$ cat src/sv/uetc_pkg.sv
package uetc_pkg;

   localparam int UNIT_W = 16;

   // one input beat as held in the input register
   typedef struct packed {
      logic [UNIT_W-1:0] code_unit;
      logic              last_unit;
   } unit_beat_type;

   // result flags of one string
   typedef struct packed {
      logic has_emoji;
      logic emoji_only;
   } flags_type;

   // handshake between the input stage, the scanner and the result stage
   typedef struct packed {
      logic consume;   // the held beat is taken into the scan state this cycle
      logic load;      // the held beat is the last one and its result is loaded
   } step_ctl_type;

endpackage

$ cat src/sv/uetc_in_stage.sv
module uetc_in_stage (
   input  logic                   clock,
   input  logic                   reset,
   input  logic                   req_tvalid,
   output logic                   req_tready,
   input  logic [15:0]            req_tdata,    // [15:0] code_unit
   input  logic                   req_tlast,    // last_unit
   input  logic                   rsp_free,
   output uetc_pkg::unit_beat_type beat,
   output uetc_pkg::step_ctl_type  ctl
);
   import uetc_pkg::*;

   logic          valid_ff, valid_in;
   unit_beat_type beat_ff,  beat_in;
   logic          accept;

   // a beat that ends a string waits until the result register can take it
   always_comb begin
      ctl.consume = valid_ff && (!beat_ff.last_unit || rsp_free);
      ctl.load    = ctl.consume && beat_ff.last_unit;
   end

   assign req_tready = !valid_ff || ctl.consume;
   assign accept     = req_tvalid && req_tready;

   always_comb begin
      valid_in = valid_ff;
      beat_in  = beat_ff;
      if (accept) begin
         valid_in          = 1'b1;
         beat_in.code_unit = req_tdata;
         beat_in.last_unit = req_tlast;
      end else if (ctl.consume) begin
         valid_in = 1'b0;
      end
   end

   always_ff @(posedge clock) begin
      if (reset) begin
         valid_ff <= 1'b0;
      end else begin
         valid_ff <= valid_in;
      end
      beat_ff <= beat_in;
   end

   assign beat = beat_ff;

endmodule

$ cat src/sv/uetc_scan.sv
module uetc_scan (
   input  logic                    clock,
   input  logic                    reset,
   input  uetc_pkg::unit_beat_type beat,
   input  uetc_pkg::step_ctl_type  ctl,
   output uetc_pkg::flags_type     flags
);
   import uetc_pkg::*;

   localparam logic [20:0] SUPP_BASE  = 21'h10000;
   localparam logic [5:0]  LEAD_TAG   = 6'b110110;
   localparam logic [5:0]  TRAIL_TAG  = 6'b110111;

   function automatic logic in_emoji_range(input logic [20:0] cp);
      in_emoji_range = (cp >= 21'h1F300 && cp <= 21'h1F5FF)
                    || (cp >= 21'h1F600 && cp <= 21'h1F64F)
                    || (cp >= 21'h1F680 && cp <= 21'h1F6FF)
                    || (cp >= 21'h1F900 && cp <= 21'h1F9FF)
                    || (cp >= 21'h1FA70 && cp <= 21'h1FAFF)
                    || (cp >= 21'h02600 && cp <= 21'h027BF)
                    || (cp >= 21'h1F1E6 && cp <= 21'h1F1FF);
   endfunction

   // variation selectors, zero width joiner and skin-tone modifiers
   function automatic logic is_ignorable(input logic [20:0] cp);
      is_ignorable = (cp == 21'h0FE0F) || (cp == 21'h0FE0E) || (cp == 21'h0200D)
                  || (cp >= 21'h1F3FB && cp <= 21'h1F3FF);
   endfunction

   logic       lead_pending_ff, lead_pending_in;
   logic [9:0] held_lead_ff,    held_lead_in;
   logic       any_emoji_ff,    any_emoji_in;
   logic       counted_ff,      counted_in;
   logic       other_ff,        other_in;
   logic       stopped_ff,      stopped_in;

   logic        is_lead, is_trail, pair, hold_new, flush_lead, take;
   logic        cp_zero, cp_emoji, cp_ign;
   logic [20:0] cp;
   logic        any_nx, counted_nx, other_nx, stopped_nx, pending_nx;
   logic [9:0]  held_nx;

   // surrogate pairing
   always_comb begin
      is_lead    = beat.code_unit[15:10] == LEAD_TAG;
      is_trail   = beat.code_unit[15:10] == TRAIL_TAG;
      pair       = lead_pending_ff && is_trail;
      hold_new   = !pair && is_lead && !beat.last_unit;
      flush_lead = !stopped_ff && lead_pending_ff && !pair;
      take       = !stopped_ff && !hold_new;
      cp         = pair ? SUPP_BASE + {1'b0, held_lead_ff, beat.code_unit[9:0]}
                        : {5'd0, beat.code_unit};
   end

   // classification and flag update; a flushed lone lead is never emoji
   always_comb begin
      cp_zero    = cp == 21'd0;
      cp_emoji   = in_emoji_range(cp);
      cp_ign     = is_ignorable(cp);
      any_nx     = any_emoji_ff || (take && !cp_zero && cp_emoji);
      counted_nx = counted_ff || (take && !cp_zero && cp_emoji && !cp_ign);
      other_nx   = other_ff || flush_lead || (take && !cp_zero && !cp_emoji && !cp_ign);
      stopped_nx = stopped_ff || (take && cp_zero);
      pending_nx = stopped_ff ? lead_pending_ff : hold_new;
      held_nx    = (!stopped_ff && hold_new) ? beat.code_unit[9:0] : held_lead_ff;
   end

   assign flags.has_emoji  = any_nx;
   assign flags.emoji_only = counted_nx && !other_nx;

   // state returns to its reset value after the last beat of a string
   always_comb begin
      lead_pending_in = lead_pending_ff;
      held_lead_in    = held_lead_ff;
      any_emoji_in    = any_emoji_ff;
      counted_in      = counted_ff;
      other_in        = other_ff;
      stopped_in      = stopped_ff;
      if (ctl.load) begin
         lead_pending_in = 1'b0;
         held_lead_in    = 10'd0;
         any_emoji_in    = 1'b0;
         counted_in      = 1'b0;
         other_in        = 1'b0;
         stopped_in      = 1'b0;
      end else if (ctl.consume) begin
         lead_pending_in = pending_nx;
         held_lead_in    = held_nx;
         any_emoji_in    = any_nx;
         counted_in      = counted_nx;
         other_in        = other_nx;
         stopped_in      = stopped_nx;
      end
   end

   always_ff @(posedge clock) begin
      if (reset) begin
         lead_pending_ff <= 1'b0;
         held_lead_ff    <= 10'd0;
         any_emoji_ff    <= 1'b0;
         counted_ff      <= 1'b0;
         other_ff        <= 1'b0;
         stopped_ff      <= 1'b0;
      end else begin
         lead_pending_ff <= lead_pending_in;
         held_lead_ff    <= held_lead_in;
         any_emoji_ff    <= any_emoji_in;
         counted_ff      <= counted_in;
         other_ff        <= other_in;
         stopped_ff      <= stopped_in;
      end
   end

endmodule

$ cat src/sv/uetc_out_stage.sv
module uetc_out_stage (
   input  logic                   clock,
   input  logic                   reset,
   input  uetc_pkg::step_ctl_type ctl,
   input  uetc_pkg::flags_type    flags,
   output logic                   rsp_free,
   output logic                   rsp_tvalid,
   input  logic                   rsp_tready,
   output logic [7:0]             rsp_tdata    // [0] has_emoji, [1] emoji_only, [7:2] zero
);
   import uetc_pkg::*;

   logic      valid_ff, valid_in;
   flags_type flags_ff, flags_in;

   assign rsp_free = !valid_ff || rsp_tready;

   always_comb begin
      valid_in = valid_ff;
      flags_in = flags_ff;
      if (ctl.load) begin
         valid_in = 1'b1;
         flags_in = flags;
      end else if (rsp_tready) begin
         valid_in = 1'b0;
      end
   end

   always_ff @(posedge clock) begin
      if (reset) begin
         valid_ff <= 1'b0;
      end else begin
         valid_ff <= valid_in;
      end
      flags_ff <= flags_in;
   end

   assign rsp_tvalid = valid_ff;
   assign rsp_tdata  = {6'd0, flags_ff.emoji_only, flags_ff.has_emoji};

endmodule

$ cat src/sv/utf16_emoji_text_classifier_top.sv
// UTF-16 emoji text classifier. Code units of a string stream in on the req_ channel,
// one per beat, with req_tlast on the final unit; surrogate pairs are joined, an unpaired
// surrogate counts as a code point of its own, and a zero code point ends the scan of that
// string. One registered result beat per string appears on rsp_ after its last unit is
// accepted: has_emoji and emoji_only (emoji_only ignores skin tones, joiners and variation
// selectors). The block takes one code unit per cycle; the rate is set by the single scan
// step between the input register and the result register, which only waits when a
// finished result stays untaken while the next string's last unit is already held.
module utf16_emoji_text_classifier_top (
   input  logic        clock,
   input  logic        reset,
   input  logic        req_tvalid,
   output logic        req_tready,
   input  logic [15:0] req_tdata,    // [15:0] code_unit
   input  logic        req_tlast,    // last_unit
   output logic        rsp_tvalid,
   input  logic        rsp_tready,
   output logic [7:0]  rsp_tdata     // [0] has_emoji, [1] emoji_only, [7:2] zero
);
   import uetc_pkg::*;

   unit_beat_type beat;
   step_ctl_type  ctl;
   flags_type     flags;
   logic          rsp_free;

   uetc_in_stage u_in_stage (
      .clock      (clock),
      .reset      (reset),
      .req_tvalid (req_tvalid),
      .req_tready (req_tready),
      .req_tdata  (req_tdata),
      .req_tlast  (req_tlast),
      .rsp_free   (rsp_free),
      .beat       (beat),
      .ctl        (ctl)
   );

   uetc_scan u_scan (
      .clock (clock),
      .reset (reset),
      .beat  (beat),
      .ctl   (ctl),
      .flags (flags)
   );

   uetc_out_stage u_out_stage (
      .clock      (clock),
      .reset      (reset),
      .ctl        (ctl),
      .flags      (flags),
      .rsp_free   (rsp_free),
      .rsp_tvalid (rsp_tvalid),
      .rsp_tready (rsp_tready),
      .rsp_tdata  (rsp_tdata)
   );

endmodule

$ cat config.mk
export PLATFORM = sky130hd
export DESIGN_NAME = utf16_emoji_text_classifier_top
export DESIGN_NICKNAME = d
export VERILOG_FILES = /design/src/sv/uetc_pkg.sv /design/src/sv/uetc_in_stage.sv /design/src/sv/uetc_scan.sv /design/src/sv/uetc_out_stage.sv /design/src/sv/utf16_emoji_text_classifier_top.sv
export SDC_FILE = /design/constraint.sdc
export NUM_CORES = 1
export LEC_CHECK = 0
export BUFFER_PORTS_ARGS = -buffer_cell sky130_fd_sc_hd__buf_2
export CORE_MARGIN = 10
export CORE_UTILIZATION = 55
export CTS_BUF_LIST = sky130_fd_sc_hd__clkbuf_8 sky130_fd_sc_hd__clkbuf_16
export CTS_CLUSTER_DIAMETER = 120
export DETAILED_ROUTE_END_ITERATION = 12
export GPL_ROUTABILITY_DRIVEN = 0
export PLACE_DENSITY = 0.79
export SYNTH_ARGS = -nofsm -noshare
export SYNTH_HDL_FRONTEND = slang
export SYNTH_SLANG_ARGS = --single-unit
$ cat constraint.sdc
create_clock -name clock -period 3.2 [get_ports clock]
set_input_delay 0.48 -clock clock [delete_from_list [all_inputs] [get_ports clock]]
set_output_delay 0.48 -clock clock [all_outputs]
set_load 0.02 [all_outputs]
==> flow_summary.toml <==
[placed_design]
portBuffers = 24
detailed_place_hpwl_mm = 3.37

[timing]
slew_violations = 0
fin_crit_sh = 0.817
hold_viol = 0
rsz0062_at_grt = "no"
setup_viol = 0
finalClockSkew_ns = 0.00303
fin_crit_ns = 2.62
slew_headroom = 0.366
max_freq_ghz = 0.382
tightestPinTransition_ns = 0.948
hold_ws_ns = 0.357
finalSetupTns_ns = 0

[clock_network]
clock_latency_ns = 0.29
clk_path_buf_depth = 2
cts.sinks = 36
cts_setup_buffers = 0
h-tree-depth = 2
clk_pin_slew_worst_paths_ns = 0.07
cts_hold_buf = 0
numCtsBuffers = 5
cts_tree = "yes"
root_buffer = "clkbuf_8"
post_cts_resized = 0

[grt]
grt_pass1_vias = 1616
antenna_found_initial = 0
grt_usage = 0.142
grt_start_max_net_pins = 18
grt_pass1_wl_mm = 7.46
grt_overflow = 0

[cells_and_area]
final_core_util = 0.626
drive_gt1_frac = 0.189
multi_input_area_mm2 = 0.00105
area_growth_pct = 11.3
diodes = 0
largest_reg_flops = 17
seq_area_um2 = 911
fillCellCount = 299
fin_nets = 249

[detailed_routing]
drt_first_pass_iters = 4
detail_route.wl_per_cell_um = 16.5
drt_wl_total_mm = 4.55
vias_per_cell = 6.21
drt_iter0_drc = 233
vias = 1715
postRouteAntennaNets = 0
drc = 0

[floorplan]
rows = 22
chipWidth_um = 80.7
core_mm2 = 0.00361
die_height_um = 80.7
io_pins = 31
die-area_mm2 = 0.00652
start_util = 0.563

[worst_setup_path]
startpoint_type = "flip-flop"
critPathRequiredTime_ns = 3.23
r2r_setup_slack_ns = 0.58
cp-end-kind = "flip-flop"
critical_path_class = "flip-flop to flip-flop"
worst-path-max-fanout = 12
crit_arrival_ns = 2.64

[logic_synthesis]
ys.flop_type = "edfxtp_1"
synth_edf_count = 19
ys_types = 54
syn-instance-count = 202
ys_seq_area_frac = 0.449
yosysMostFrequentCell = "edfxtp_1"
yosys-top-cells-count = "edfxtp_1 (19), dfxtp_1 (17), nor2_1 (17)"
yosysWarnings = 0
syn_area_mm2 = 0.00203
synth_area_leader_cell = "edfxtp_1"
synthArstFlopShare = 0
synth_area_leaders = "edfxtp_1 (28%), dfxtp_1 (17%), mux2i_1 (4.9%), nor4_1 (3.7%), nor2_1 (3.1%)"
synth.avg_cell_area_um2 = 10.0
ys_seq_elements = 36
synth_top_area_frac = 0.281

[status]
status = "finished, final reports clean"

[pwr]
p_leak_nw = 0.775
p_total_uw = 918
cellPowerDensity_mw_per_mm2 = 406
ir_worst_vdd_mv = 0.389

[job]
drv_cap = 0

[hold_path]
hold_class = "primary input to flip-flop"
==> placed cells by master, fill, tap and decap left out, types with 5 or more instances in the layout <==
cell type / count
a21oi_1: 8
buf_2: 24
clkbuf_8: 5
conb_1: 6
dfxtp_1: 17
edfxtp_1: 19
inv_1: 6
mux2i_1: 10
nand2_1: 13
nand3_1: 6
nand4_1: 5
nand4b_1: 6
nor2_1: 17
nor4_1: 12
==> metrics by stage <==
step	area [um2]	std cells	setup slack, ns
2_1_floorplan	2050	207	0.978
3_3_place_gp	2170	268	0.618
3_5_place_dp	2170	268	0.633
4_1_cts	2260	276	0.599
5_1_grt	2260	276	0.330
6_report	2260	276	0.584
==> critical path, cell delays in order (launching register included) <==
cell      delay [ns]
edfxtp_1        0.46
nand3b_4        0.26
o41a_1          0.48
nand3_1         0.20
nor3b_1         0.08
o32a_1          0.36
nor4_2          0.38
o21bai_1        0.14
==> path summary, 6_finish.rpt <==
check / start / cells past startpoint / end
setup / recovery: u_in_stage.beat[14] / 7 / u_out_stage.rsp_tdata[0]
hold / removal: req_tdata[15] / 1 / u_in_stage.beat[16]
setup reg to reg: u_in_stage.beat[14] / 7 / u_out_stage.rsp_tdata[0]
hold reg to reg: u_scan.counted_ff / 2 / u_scan.counted_ff
==> layout make-up <==
class	instances	area share
multi-input combinational	153	0.464
tap	48	0.0266
sequential	36	0.403
inverter	6	0.00997
timing repair buffer	25	0.0565
clock inverter	3	0.00886
clock buffer	5	0.0305
==> metal layers <==
| layer | wire [um] | GRT usage | up-vias | part of all wire |
|---|---|---|---|---|
| li1 | - | - | 833 | - |
| met1 | 2040 | 0.182 | 777 | 0.45 |
| met2 | 2050 | 0.219 | 91 | 0.45 |
| met3 | 351 | 0.0397 | 14 | 0.077 |
| met4 | 102 | 0.0657 | 0 | 0.022 |
| met5 | 0 | 0 | - | 0 |
==> where the power goes <==
group	switching (mW)	internal [mW]
logic	0.0443	0.0272
clock network	0.168	0.151
registers	0.0239	0.503
==> cells by family after synthesis <==
family,Yosys count,share of synthesized area
other,1,0.00185
adders and majority gates,1,0.00616
xor gates and xnor gates,1,0.00432
and+or+nand+nor,89,0.264
DFF,36,0.449
muxes,10,0.0493
AOI/OAI and AO/OA,46,0.176
buffers and inverters,18,0.0493
Power figures use the tool's default switching activity.
